--- src/rtl/rdc_pkg.sv ---
// Shared constants and functions of the radix digit converter.
`default_nettype none

package rdc_pkg;

    localparam logic [5:0] RADIX_MIN = 6'd2;
    localparam logic [5:0] RADIX_MAX = 6'd36;
    localparam logic [6:0] GLYPH_ZERO = 7'd48;   // '0'
    localparam logic [6:0] GLYPH_ALPHA = 7'd87;  // 'a' minus ten
    localparam logic [5:0] DIGIT_TEN = 6'd10;

    // floor(2^32 / r) for r in 2..36
    function automatic logic [31:0] rdc_recip(input logic [5:0] r);
        logic [31:0] res;
        case (r)
            6'd2:    res = 32'd2147483648;
            6'd3:    res = 32'd1431655765;
            6'd4:    res = 32'd1073741824;
            6'd5:    res = 32'd858993459;
            6'd6:    res = 32'd715827882;
            6'd7:    res = 32'd613566756;
            6'd8:    res = 32'd536870912;
            6'd9:    res = 32'd477218588;
            6'd10:   res = 32'd429496729;
            6'd11:   res = 32'd390451572;
            6'd12:   res = 32'd357913941;
            6'd13:   res = 32'd330382099;
            6'd14:   res = 32'd306783378;
            6'd15:   res = 32'd286331153;
            6'd16:   res = 32'd268435456;
            6'd17:   res = 32'd252645135;
            6'd18:   res = 32'd238609294;
            6'd19:   res = 32'd226050910;
            6'd20:   res = 32'd214748364;
            6'd21:   res = 32'd204522252;
            6'd22:   res = 32'd195225786;
            6'd23:   res = 32'd186737708;
            6'd24:   res = 32'd178956970;
            6'd25:   res = 32'd171798691;
            6'd26:   res = 32'd165191049;
            6'd27:   res = 32'd159072862;
            6'd28:   res = 32'd153391689;
            6'd29:   res = 32'd148102320;
            6'd30:   res = 32'd143165576;
            6'd31:   res = 32'd138547332;
            6'd32:   res = 32'd134217728;
            6'd33:   res = 32'd130150524;
            6'd34:   res = 32'd126322567;
            6'd35:   res = 32'd122713351;
            6'd36:   res = 32'd119304647;
            default: res = 32'd0;
        endcase
        return res;
    endfunction

    // digit value to lowercase ASCII
    function automatic logic [6:0] rdc_glyph(input logic [5:0] d);
        logic [6:0] res;
        if (d < DIGIT_TEN)
        begin
            res = GLYPH_ZERO + {1'b0, d};
        end
        else
        begin
            res = GLYPH_ALPHA + {1'b0, d};
        end
        return res;
    endfunction

endpackage

`default_nettype wire

--- src/rtl/rdc_ram.sv ---
// Generic single-write, single-read RAM with registered read data.
`default_nettype none

module rdc_ram #(
    parameter int WIDTH = 6,
    parameter int DEPTH = 32
) (
    input  wire logic                     clk,
    input  wire logic                     we,
    input  wire logic [$clog2(DEPTH)-1:0] waddr,
    input  wire logic [WIDTH-1:0]         wdata,
    input  wire logic                     re,
    input  wire logic [$clog2(DEPTH)-1:0] raddr,
    output      logic [WIDTH-1:0]         rdata
);

    logic [WIDTH-1:0] mem_reg [DEPTH];
    logic [WIDTH-1:0] rdata_reg;

    always_ff @(posedge clk)
    begin
        if (we)
        begin
            mem_reg[waddr] <= wdata;
        end
        if (re)
        begin
            rdata_reg <= mem_reg[raddr];
        end
    end

    assign rdata = rdata_reg;

endmodule

`default_nettype wire

--- src/rtl/rdc_front.sv ---
// Front end: masks the value, clamps the radix and looks up its reciprocal.
`default_nettype none

module rdc_front #(
    parameter int VALUE_BITS = 32
) (
    input  wire logic                  in_valid,
    output      logic                  in_ready,
    input  wire logic [31:0]           value,
    input  wire logic [5:0]            radix,
    output      logic                  push_valid,
    input  wire logic                  push_ready,
    output      logic [2*((VALUE_BITS < 32) ? VALUE_BITS : 32)+5:0] push_data
);

    localparam int W = (VALUE_BITS < 32) ? VALUE_BITS : 32;

    logic [5:0]   radix_sat;
    logic [31:0]  recip_full;
    logic [W-1:0] recip_w;

    always_comb
    begin
        if (radix < rdc_pkg::RADIX_MIN)
        begin
            radix_sat = rdc_pkg::RADIX_MIN;
        end
        else if (radix > rdc_pkg::RADIX_MAX)
        begin
            radix_sat = rdc_pkg::RADIX_MAX;
        end
        else
        begin
            radix_sat = radix;
        end
    end

    // floor(2^W / r) is the top W bits of floor(2^32 / r)
    assign recip_full = rdc_pkg::rdc_recip(radix_sat);
    assign recip_w    = recip_full[31 -: W];

    assign push_valid = in_valid;
    assign in_ready   = push_ready;
    assign push_data  = {value[W-1:0], radix_sat, recip_w};

endmodule

`default_nettype wire

--- src/rtl/rdc_queue.sv ---
// Two-entry request queue between the front end and the converter core.
`default_nettype none

module rdc_queue #(
    parameter int WIDTH = 70
) (
    input  wire logic             clk,
    input  wire logic             rst_n,
    input  wire logic             push_valid,
    output      logic             push_ready,
    input  wire logic [WIDTH-1:0] push_data,
    output      logic             pop_valid,
    input  wire logic             pop_ready,
    output      logic [WIDTH-1:0] pop_data
);

    logic [WIDTH-1:0] mem_reg [2];
    logic             wr_ptr_reg;
    logic             wr_ptr_next;
    logic             rd_ptr_reg;
    logic             rd_ptr_next;
    logic [1:0]       count_reg;
    logic [1:0]       count_next;
    logic             do_push;
    logic             do_pop;

    assign push_ready = (count_reg != 2'd2);
    assign pop_valid  = (count_reg != 2'd0);
    assign pop_data   = mem_reg[rd_ptr_reg];
    assign do_push    = push_valid && push_ready;
    assign do_pop     = pop_valid && pop_ready;

    always_comb
    begin
        wr_ptr_next = do_push ? ~wr_ptr_reg : wr_ptr_reg;
        rd_ptr_next = do_pop ? ~rd_ptr_reg : rd_ptr_reg;
        count_next  = count_reg;
        if (do_push && !do_pop)
        begin
            count_next = count_reg + 2'd1;
        end
        else if (do_pop && !do_push)
        begin
            count_next = count_reg - 2'd1;
        end
    end

    always_ff @(posedge clk or negedge rst_n)
    begin
        if (!rst_n)
        begin
            wr_ptr_reg <= 1'b0;
            rd_ptr_reg <= 1'b0;
            count_reg  <= 2'd0;
        end
        else
        begin
            wr_ptr_reg <= wr_ptr_next;
            rd_ptr_reg <= rd_ptr_next;
            count_reg  <= count_next;
        end
    end

    always_ff @(posedge clk)
    begin
        if (do_push)
        begin
            mem_reg[wr_ptr_reg] <= push_data;
        end
    end

endmodule

`default_nettype wire

--- src/rtl/rdc_back.sv ---
// Converter core: reciprocal divide loop into the digit store, then reverse readout.
`default_nettype none

module rdc_back #(
    parameter int VALUE_BITS = 32
) (
    input  wire logic       clk,
    input  wire logic       rst_n,
    input  wire logic       pop_valid,
    output      logic       pop_ready,
    input  wire logic [2*((VALUE_BITS < 32) ? VALUE_BITS : 32)+5:0] pop_data,
    output      logic       out_valid,
    input  wire logic       out_ready,
    output      logic [6:0] digit_char,
    output      logic [5:0] digit_count,
    output      logic       last
);

    localparam int W  = (VALUE_BITS < 32) ? VALUE_BITS : 32;
    localparam int AW = $clog2(VALUE_BITS);
    localparam int CW = $clog2(VALUE_BITS + 1);

    typedef enum logic [2:0] {
        S_IDLE,
        S_MUL,
        S_FIX,
        S_RD,
        S_LOAD
    } state_t;

    state_t         state_reg, state_next;
    logic [W-1:0]   quot_reg, quot_next;
    logic [5:0]     radix_reg, radix_next;
    logic [W-1:0]   recip_reg, recip_next;
    logic [2*W-1:0] prod_reg, prod_next;
    logic [CW-1:0]  cnt_reg, cnt_next;
    logic [CW-1:0]  idx_reg, idx_next;
    logic           out_valid_reg, out_valid_next;
    logic [6:0]     char_reg, char_next;
    logic [5:0]     dcount_reg, dcount_next;
    logic           last_reg, last_next;

    logic [W-1:0]   q0;
    logic [W+5:0]   qd;
    logic [6:0]     r0;
    logic           corr;
    logic [6:0]     rem7;
    logic [5:0]     digit;
    logic [W-1:0]   q_new;
    logic [CW+5:0]  cnt_ext;

    logic           ram_we;
    logic           ram_re;
    logic [5:0]     ram_rdata;

    // quotient estimate is low by at most one; true remainder stays below 2*radix
    assign q0    = prod_reg[2*W-1:W];
    assign qd    = {6'd0, q0} * {{W{1'b0}}, radix_reg};
    assign r0    = quot_reg[6:0] - qd[6:0];
    assign corr  = (r0 >= {1'b0, radix_reg});
    assign rem7  = corr ? (r0 - {1'b0, radix_reg}) : r0;
    assign digit = rem7[5:0];
    assign q_new = q0 + {{(W-1){1'b0}}, corr};

    assign cnt_ext = {6'd0, cnt_reg};

    assign ram_we = (state_reg == S_FIX);
    assign ram_re = (state_reg == S_RD);

    rdc_ram #(
        .WIDTH (6),
        .DEPTH (VALUE_BITS)
    ) u_store (
        .clk   (clk),
        .we    (ram_we),
        .waddr (cnt_reg[AW-1:0]),
        .wdata (digit),
        .re    (ram_re),
        .raddr (idx_reg[AW-1:0]),
        .rdata (ram_rdata)
    );

    assign pop_ready = (state_reg == S_IDLE);

    always_comb
    begin
        state_next     = state_reg;
        quot_next      = quot_reg;
        radix_next     = radix_reg;
        recip_next     = recip_reg;
        prod_next      = prod_reg;
        cnt_next       = cnt_reg;
        idx_next       = idx_reg;
        out_valid_next = out_valid_reg && !out_ready;
        char_next      = char_reg;
        dcount_next    = dcount_reg;
        last_next      = last_reg;

        unique case (state_reg)
            S_IDLE:
            begin
                if (pop_valid)
                begin
                    quot_next  = pop_data[2*W+5:W+6];
                    radix_next = pop_data[W+5:W];
                    recip_next = pop_data[W-1:0];
                    cnt_next   = '0;
                    state_next = S_MUL;
                end
            end
            S_MUL:
            begin
                prod_next  = {{W{1'b0}}, quot_reg} * {{W{1'b0}}, recip_reg};
                state_next = S_FIX;
            end
            S_FIX:
            begin
                // zero input still yields one '0' digit here
                quot_next = q_new;
                cnt_next  = cnt_reg + {{(CW-1){1'b0}}, 1'b1};
                if (q_new == '0)
                begin
                    idx_next   = cnt_reg;
                    state_next = S_RD;
                end
                else
                begin
                    state_next = S_MUL;
                end
            end
            S_RD:
            begin
                state_next = S_LOAD;
            end
            S_LOAD:
            begin
                if (!out_valid_reg || out_ready)
                begin
                    out_valid_next = 1'b1;
                    char_next      = rdc_pkg::rdc_glyph(ram_rdata);
                    dcount_next    = cnt_ext[5:0];
                    last_next      = (idx_reg == '0);
                    if (idx_reg == '0)
                    begin
                        state_next = S_IDLE;
                    end
                    else
                    begin
                        idx_next   = idx_reg - {{(CW-1){1'b0}}, 1'b1};
                        state_next = S_RD;
                    end
                end
            end
            default:
            begin
                state_next = S_IDLE;
            end
        endcase
    end

    always_ff @(posedge clk or negedge rst_n)
    begin
        if (!rst_n)
        begin
            state_reg     <= S_IDLE;
            quot_reg      <= '0;
            radix_reg     <= '0;
            recip_reg     <= '0;
            prod_reg      <= '0;
            cnt_reg       <= '0;
            idx_reg       <= '0;
            out_valid_reg <= 1'b0;
            char_reg      <= '0;
            dcount_reg    <= '0;
            last_reg      <= 1'b0;
        end
        else
        begin
            state_reg     <= state_next;
            quot_reg      <= quot_next;
            radix_reg     <= radix_next;
            recip_reg     <= recip_next;
            prod_reg      <= prod_next;
            cnt_reg       <= cnt_next;
            idx_reg       <= idx_next;
            out_valid_reg <= out_valid_next;
            char_reg      <= char_next;
            dcount_reg    <= dcount_next;
            last_reg      <= last_next;
        end
    end

    assign out_valid   = out_valid_reg;
    assign digit_char  = char_reg;
    assign digit_count = dcount_reg;
    assign last        = last_reg;

endmodule

`default_nettype wire

--- src/rtl/radix_digit_converter.sv ---
// Top level of the radix digit converter: front end, request queue, converter core.
//
//   channel | direction | handshake            | payload
//   --------+-----------+----------------------+---------------------------------
//   in      | input     | in_valid / in_ready  | value[31:0], radix[5:0]
//   out     | output    | out_valid/ out_ready | digit_char[6:0], digit_count[5:0],
//           |           |                      | last
//
// For each digit the core steps through a multiply state and a fix state in the
// multiply-by-reciprocal divide loop, then later a read state and a load state
// to bring it back through the digit store's single registered read port; an
// idle state picks up each request.
// Reset is asynchronous, active low; the digit store is not cleared, since every
// entry read out was written by the same request.
// The two-entry queue accepts requests while the core works until it is full;
// a stalled out channel holds its result and freezes the core at the readout step.
`default_nettype none

module radix_digit_converter #(
    parameter int VALUE_BITS = 32
) (
    input  wire logic        clk,
    input  wire logic        rst_n,
    input  wire logic        in_valid,
    output      logic        in_ready,
    input  wire logic [31:0] value,
    input  wire logic [5:0]  radix,
    output      logic        out_valid,
    input  wire logic        out_ready,
    output      logic [6:0]  digit_char,
    output      logic [5:0]  digit_count,
    output      logic        last
);

    // working width of the value: the low VALUE_BITS bits, at most the port width
    localparam int W  = (VALUE_BITS < 32) ? VALUE_BITS : 32;
    // queue entry: value, clamped radix, reciprocal
    localparam int QW = 2 * W + 6;

    logic          push_valid;
    logic          push_ready;
    logic [QW-1:0] push_data;
    logic          pop_valid;
    logic          pop_ready;
    logic [QW-1:0] pop_data;

    rdc_front #(
        .VALUE_BITS (VALUE_BITS)
    ) u_front (
        .in_valid   (in_valid),
        .in_ready   (in_ready),
        .value      (value),
        .radix      (radix),
        .push_valid (push_valid),
        .push_ready (push_ready),
        .push_data  (push_data)
    );

    rdc_queue #(
        .WIDTH (QW)
    ) u_queue (
        .clk        (clk),
        .rst_n      (rst_n),
        .push_valid (push_valid),
        .push_ready (push_ready),
        .push_data  (push_data),
        .pop_valid  (pop_valid),
        .pop_ready  (pop_ready),
        .pop_data   (pop_data)
    );

    // divide loop and ordered readout; owns the digit store and the output register
    rdc_back #(
        .VALUE_BITS (VALUE_BITS)
    ) u_back (
        .clk         (clk),
        .rst_n       (rst_n),
        .pop_valid   (pop_valid),
        .pop_ready   (pop_ready),
        .pop_data    (pop_data),
        .out_valid   (out_valid),
        .out_ready   (out_ready),
        .digit_char  (digit_char),
        .digit_count (digit_count),
        .last        (last)
    );

endmodule

`default_nettype wire

--- config.mk ---
export PLATFORM = sky130hd
export DESIGN_NAME = radix_digit_converter
export DESIGN_NICKNAME = d
export VERILOG_FILES = /design/src/rtl/rdc_pkg.sv /design/src/rtl/rdc_ram.sv /design/src/rtl/rdc_front.sv /design/src/rtl/rdc_queue.sv /design/src/rtl/rdc_back.sv /design/src/rtl/radix_digit_converter.sv
export SDC_FILE = /design/constraint.sdc
export NUM_CORES = 2
export LEC_CHECK = 0
export BUFFER_PORTS_ARGS = -buffer_cell sky130_fd_sc_hd__buf_4
export CORE_UTILIZATION = 40
export CTS_BUF_LIST = sky130_fd_sc_hd__clkbuf_4
export DETAILED_ROUTE_END_ITERATION = 10
export PLACE_DENSITY_LB_ADDON = 0.08
export SKIP_LAST_GASP = 1
export SLEW_MARGIN = 5
export SYNTH_ARGS = -nofsm -noshare
export SYNTH_HDL_FRONTEND = slang
export SYNTH_HIERARCHICAL = 1
export SYNTH_SLANG_ARGS = --single-unit
--- constraint.sdc ---
create_clock -name clk -period 20.8 [get_ports clk]
set_input_delay 0 -clock clk [delete_from_list [all_inputs] [get_ports clk]]
set_output_delay 0 -clock clk [all_outputs]
set_load 0.05 [all_outputs]
### After elaboration in Yosys (flattened, before gate mapping)

Memories as Yosys holds them, arrays and structs flattened. A register that Yosys moved wholly into a read port is not among the register bits.
Cells that the tools add are included.

* equality and inequality tests: 9
* multiplexer cells: 25
* multiply operators: 2
* $add $sub $neg: 9
* bitwise logic cells: 2
* reductions and logical operators: 22
* $lt $le $gt $ge: 4

Operator list (number)
* multiplier 32 x 32 -> 64 bit: 1
* one-hot mux 32 bit (2 select lines): 1
* two-way mux 6 bit: 7
* adder 32 x 1 -> 32 bit: 1
* logical NOT 32 bit: 1
* multiplier 32 x 6 -> 7 bit: 1
* two-way mux 32 bit: 1
* one-hot mux 6 bit (2 select lines): 2
* one-hot mux 3 bit (5 select lines): 1
* two-way mux 2 bit: 4
* AND reduction 2 bit: 4
* nonzero test 2 bit: 4
* adder 6 x 6 -> 7 bit (first input constant): 1
* adder 7 x 6 -> 7 bit (first input constant): 1
* greater-or-equal comparator 7 x 6 -> 1 bit: 1
* two-way mux 7 bit: 1
* subtractor 7 bit: 1
* adder 6 x 1 -> 6 bit (second input constant): 1
* equality test 3 x 2 -> 1 bit (second input constant): 2
* > comparator 6 bit (second input constant): 1
* logical NOT 6 bit: 1
* less-than comparator 6 x 2 -> 1 bit (second input constant): 1
* less-than comparator 6 x 4 -> 1 bit (second input constant): 1
* two-way mux 1 bit: 6
* 15 further kinds: 27

* bits in read-only memories: 2048
* output and inout port bits: 16
* logic and storage cells: 90
* input port bits: 42
* memories kept: 3
* register bits: 168
* memory bits (writable): 332

Memory list
* (name not given): words 64, bits a word 32, rd ports 1, clocked after memory_dff 0, write ports 0, line rdc_pkg.sv:15 `case (r)`
* u_back.u_store.mem_reg: words 32, bits a word 6, rd ports 1, clocked after memory_dff 1, write ports 1, line rdc_ram.sv:17 `logic [WIDTH-1:0] mem_reg [DEPTH];`
* u_queue.mem_reg: words 2, bits a word 70, rd ports 1, clocked after memory_dff 0, write ports 1, line rdc_queue.sv:17 `logic [WIDTH-1:0] mem_reg [2];`

### Longest topological paths before layout

* depth in word-level cells: 7
* depth in mapped cells: 32
* depth with buffers taken out: 30

### Modules after synthesis

The synthesis kept the hierarchy.

Modules (own cells, without submodules)
* rdc_back: cells an instance 4370, area an instance 39819.4 um2, times used 1, seq. area each 3303.2 um2
* rdc_ram: cells an instance 323, area an instance 7649.8 um2, times used 1, seq. area each 5945.7 um2
* rdc_queue: cells an instance 236, area an instance 5596.6 um2, times used 1, seq. area each 4304.1 um2
* rdc_front: cells an instance 297, area an instance 1871.8 um2, times used 1, seq. area each 0.0 um2

### Least setup slack after synthesis

No wires, ideal clock.

* kind: reg2reg
* start: register u_back.quot_reg[25]
* end: register u_back.prod_reg[63]
* cell stages (with the launch flop): 25
* path slack: 13.711 ns
* data required time: 20.672 ns
* library setup time: 0.128 ns
* period minus slack after synthesis: 7.089 ns
* path buffers: 1
* arrival time: 6.961 ns
* cells stage by stage: dfrtp_1 -> clkbuf_1 -> and2_1 -> fa_1 -> fa_1 -> inv_1 -> fa_1 -> fa_1 -> inv_1 -> fa_1 -> fa_1 -> fa_1 -> inv_1 -> fa_1 -> inv_1 -> ha_1 -> a21oi_1 -> o21ai_0 -> a211oi_1 -> inv_1 -> o31ai_1 -> a21boi_0 -> o21ai_1 -> a21oi_1 -> mux2_1

* word-level cells in the longest chain between the ends: 1

Ends and longest elaborated chain
* start: declaration: line rdc_back.sv:32 `logic [W-1:0] quot_reg, quot_next;`
* start signal: assignment: line rdc_back.sv:180 `quot_reg <= quot_next;`
* multiplier 32 x 32 -> 64 bit: line rdc_back.sv:113 `prod_next = {{W{1'b0}}, quot_reg} * {{W{1'b0}}, recip_reg};`
* end signal: assignment: line rdc_back.sv:183 `prod_reg <= prod_next;`
* end: declaration: line rdc_back.sv:35 `logic [2*W-1:0] prod_reg, prod_next;`

No other way between the ends.
A chain may end at the register's enable or synchronous reset.

### Worst setup path in the final report

* start: register u_back.recip_reg[10]
* end: register u_back.prod_reg[56]

* word-level cells in the longest chain between the ends: 1

Ends and longest elaborated chain
* start: declaration: line rdc_back.sv:34 `logic [W-1:0] recip_reg, recip_next;`
* start signal: assignment: line rdc_back.sv:182 `recip_reg <= recip_next;`
* multiplier 32 x 32 -> 64 bit: line rdc_back.sv:113

No other way between the ends.

==> out/summary.txt <==
status: finished, final reports clean
reg2reg path depth: 22
number of global-route vias before repair: 40065
PostCTS Resize Cnt: 0
Hold Crit Start: radix[4]
largest net degree at the start of global routing: 62
setup TNS: 0 ns
row count: 135
mux contribution to synthesized area: 4.93%
nets: 6510
number of flops mapped to enable cells by yosys: 338
Synth Area per Inst: 10.5 sq um
CP max FO: 25
ys async rst share: 28.7%
RR Startpoint: u_back/recip_reg[10]
final WL: 158000 um
Die Ht: 373 um
Worst EP required: 21.74 ns
Skew-Pair Late Insertion Delay: 1.07 ns
post-route antenna net violation count: 0
CTS max path bufs: 3
post-synth cell types: 88
post-synthesis sequential area ratio: 24.7%
Initial Util: 40.5%
TritonRoute pass-1 iters: 5
Final Max Tran Viols: 0
GRT overflow: 0
hold worst-path end: u_queue/mem_reg[1][18]
Final setup viols: 0
Root Driver: clkbuf_4
H-tree lvl count: 4
Final Skew: 0.128 ns
Synth Instances: 5226
Startpoint Class: flop
Post-Syn Area: 0.0549 sq mm
most instantiated cells after synthesis: 921 x inv_1, 908 x fa_1, 686 x nand2_1
Total Routing Usage GR: 23.4%
num ports: 58
worst r2r dst: u_back/prod_reg[56]
via/cell ratio: 5.15
Syn Nets: 6475
first-pass GRT wire length: 246000 um
simple-gate share of the synthesized area: 14.8%
crit path DAT: 9.72 ns
Routed WL per cell: 22.1 um
HP Class: input pin to flop
Compound-Gate Fraction of Synth Area: 5.02%
DRC errors left: 0
GPL Wtd Cong: 0.893
fin crit share: 42.2%
fill count: 13372
Layout area overhead: 8.06%
Die W: 373 um
TritonCTS clock tree: built
register bit count reported by yosys: 474
r2r setup slk: 12.01 ns
routed via count: 36876
Synth area leaders: fa_1 33%, edfxtp_1 18%, and2_1 6.9%, ha_1 6.8%, inv_1 6.3%
Worst Tran Pin Value: 1.10 ns
final core area utilization: 43.7%
max_cap viols: 0
adder-cell share of the synthesized area: 39.9%
fin crit period: 8.79 ns
Max transition margin: 26.6%
number of flip-flops in the largest register: 192
RSZ-0062 raised after global routing: false
Detailed Route Iter0 Violations: 2344
Synth top area share: 33.1%
hold depth: 4
top-count cell post-synth: inv_1
Fin. Hold Viols: 0
layout cells sized above 1: 10.2%
Final HPWL DP: 114000 um
Synth Flop Type: edfxtp_1
die area: 0.139 sq mm
clock slew at reported path FFs: 0.06 ns
main combinational cell family by area after synthesis: adder cells
fmax: 0.114 GHz
Synth warnings: 6
CTS buffer count: 137
CP Capture Type: flop
top cell type by total area after synthesis: fa_1
clock sinks: 474
Core Area: 0.136 sq mm
XOR/XNOR share of the synthesized area: 1.55%
initial antenna violation count: 13
I/O Buffers: 57
kind of critical path: flop to flop
-- per-stage QoR --
stage / hold WS [ns] / area, sq um / worst slack (ns) / instances
6_report: 0.162 / 59400 / 12.01 / 7162
5_1_grt: 0.0955 / 59300 / 11.64 / 7155
4_1_cts: 0.0324 / 59300 / 12.01 / 7150
3_5_place_dp: 0.0805 / 56700 / 12.03 / 6816
3_3_place_gp: 0.0818 / 56700 / 12.15 / 6816
2_1_floorplan: -0.296 / 54900 / 13.71 / 5226
-- how the worst max path moves through the flow --
stage | startpoint | end | slack [ns] | cells after the start
floorplan | u_back/quot_reg[25] | u_back/prod_reg[63] | 13.71 | 24
global placement | u_back/quot_reg[10] | u_back/prod_reg[63] | 12.15 | 26
detailed placement | u_back/quot_reg[10] | u_back/prod_reg[63] | 12.03 | 24
CTS | u_back/recip_reg[9] | u_back/prod_reg[63] | 12.01 | 22
global route | u_back/recip_reg[9] | u_back/prod_reg[63] | 11.64 | 22
finish | u_back/recip_reg[10] | u_back/prod_reg[56] | 12.01 | 22
-- placed cells by master (no fill, tap or decap), types with 20 or more instances in the layout --
| master | Yosys | routed |
|---|---|---|
| a31oi_1 | 21 | 21 |
| clkbuf_4 | 0 | 200 |
| a21oi_1 | 85 | 85 |
| nor3_1 | 33 | 33 |
| fa_1 | 908 | 908 |
| xor2_1 | 39 | 39 |
| nand2_1 | 686 | 686 |
| clkinv_1 | 0 | 27 |
| xnor2_1 | 58 | 58 |
| nand3_1 | 43 | 43 |
| ha_1 | 299 | 299 |
| inv_1 | 921 | 921 |
| mux2_4 | 69 | 69 |
| mux4_2 | 61 | 61 |
| and2_1 | 602 | 601 |
| and3_1 | 25 | 24 |
| dfrtp_1 | 136 | 132 |
| buf_4 | 40 | 136 |
| a22oi_1 | 34 | 34 |
| a21o_1 | 31 | 31 |
| dlygate4sd3_1 | 0 | 86 |
| o21ai_0 | 105 | 105 |
| nor2_1 | 103 | 101 |
| edfxtp_1 | 338 | 338 |
| mux2_2 | 20 | 20 |
| nand2b_1 | 25 | 25 |
-- worst max-delay path, cell delays in order (launching register included) --
cell and delay [ns]:
dfrtp_1 0.74, buf_4 0.46, and2_1 0.20, fa_1 0.44
fa_1 0.56, inv_1 0.06, fa_1 0.52, fa_1 0.54
inv_1 0.06, fa_1 0.56, fa_1 0.43, fa_1 0.56
fa_1 0.44, ha_1 0.36, a211oi_1 0.27, nand2_1 0.14
a311oi_1 0.31, a211oi_1 0.16, o311ai_1 0.85, a31oi_1 0.25
a31oi_1 0.32, o21bai_1 0.10, a221o_1 0.29
-- layer usage --
layer | share of wire, % | global-route usage, % | vias to the layer above | wire, um
li1 | - | - | 16477 | -
met1 | 46 | 33.1 | 19213 | 73000
met2 | 46 | 37.5 | 942 | 73300
met3 | 5.2 | 3.48 | 230 | 8300
met4 | 2.2 | 6.14 | 14 | 3560
met5 | 0.053 | 0 | - | 84
-- kinds of logic (layout without fill, tap and decap cells) --
| kind of cell | Yosys count | count (layout) |
|---|---|---|
| adder cells (fa/ha/maj) | 1207 | 1207 |
| XOR/XNOR | 97 | 97 |
| buffers and inverters | 1255 | 1398 |
| AND/OR/NAND/NOR | 1611 | 1611 |
| flip-flops | 474 | 474 |
| other | 0 | 12 |
| multiplexers | 157 | 157 |
| AO/OA/AOI/OAI | 425 | 425 |
-- layout make-up --
cell class	count	area (sq um)	area share (%)
flip-flops and latches	474	13600	22.8
clock inverters	47	268	0.451
multi-input cells	3497	36400	61.3
repair buffers	224	1920	3.24
diodes	12	30.0	0.0506
well taps	1781	2230	3.75
clock buffers	200	1500	2.53
inverters	927	3480	5.87
-- what timing repair did --
action / in CTS / in global routing
hold endpoints to repair: 365 / 0
hold buffers: 87 / 0
setup buffers: 0 / 0
Power is not shown: default switching activity piles up to over one toggle a cycle in this logic, so the estimate is an artifact.
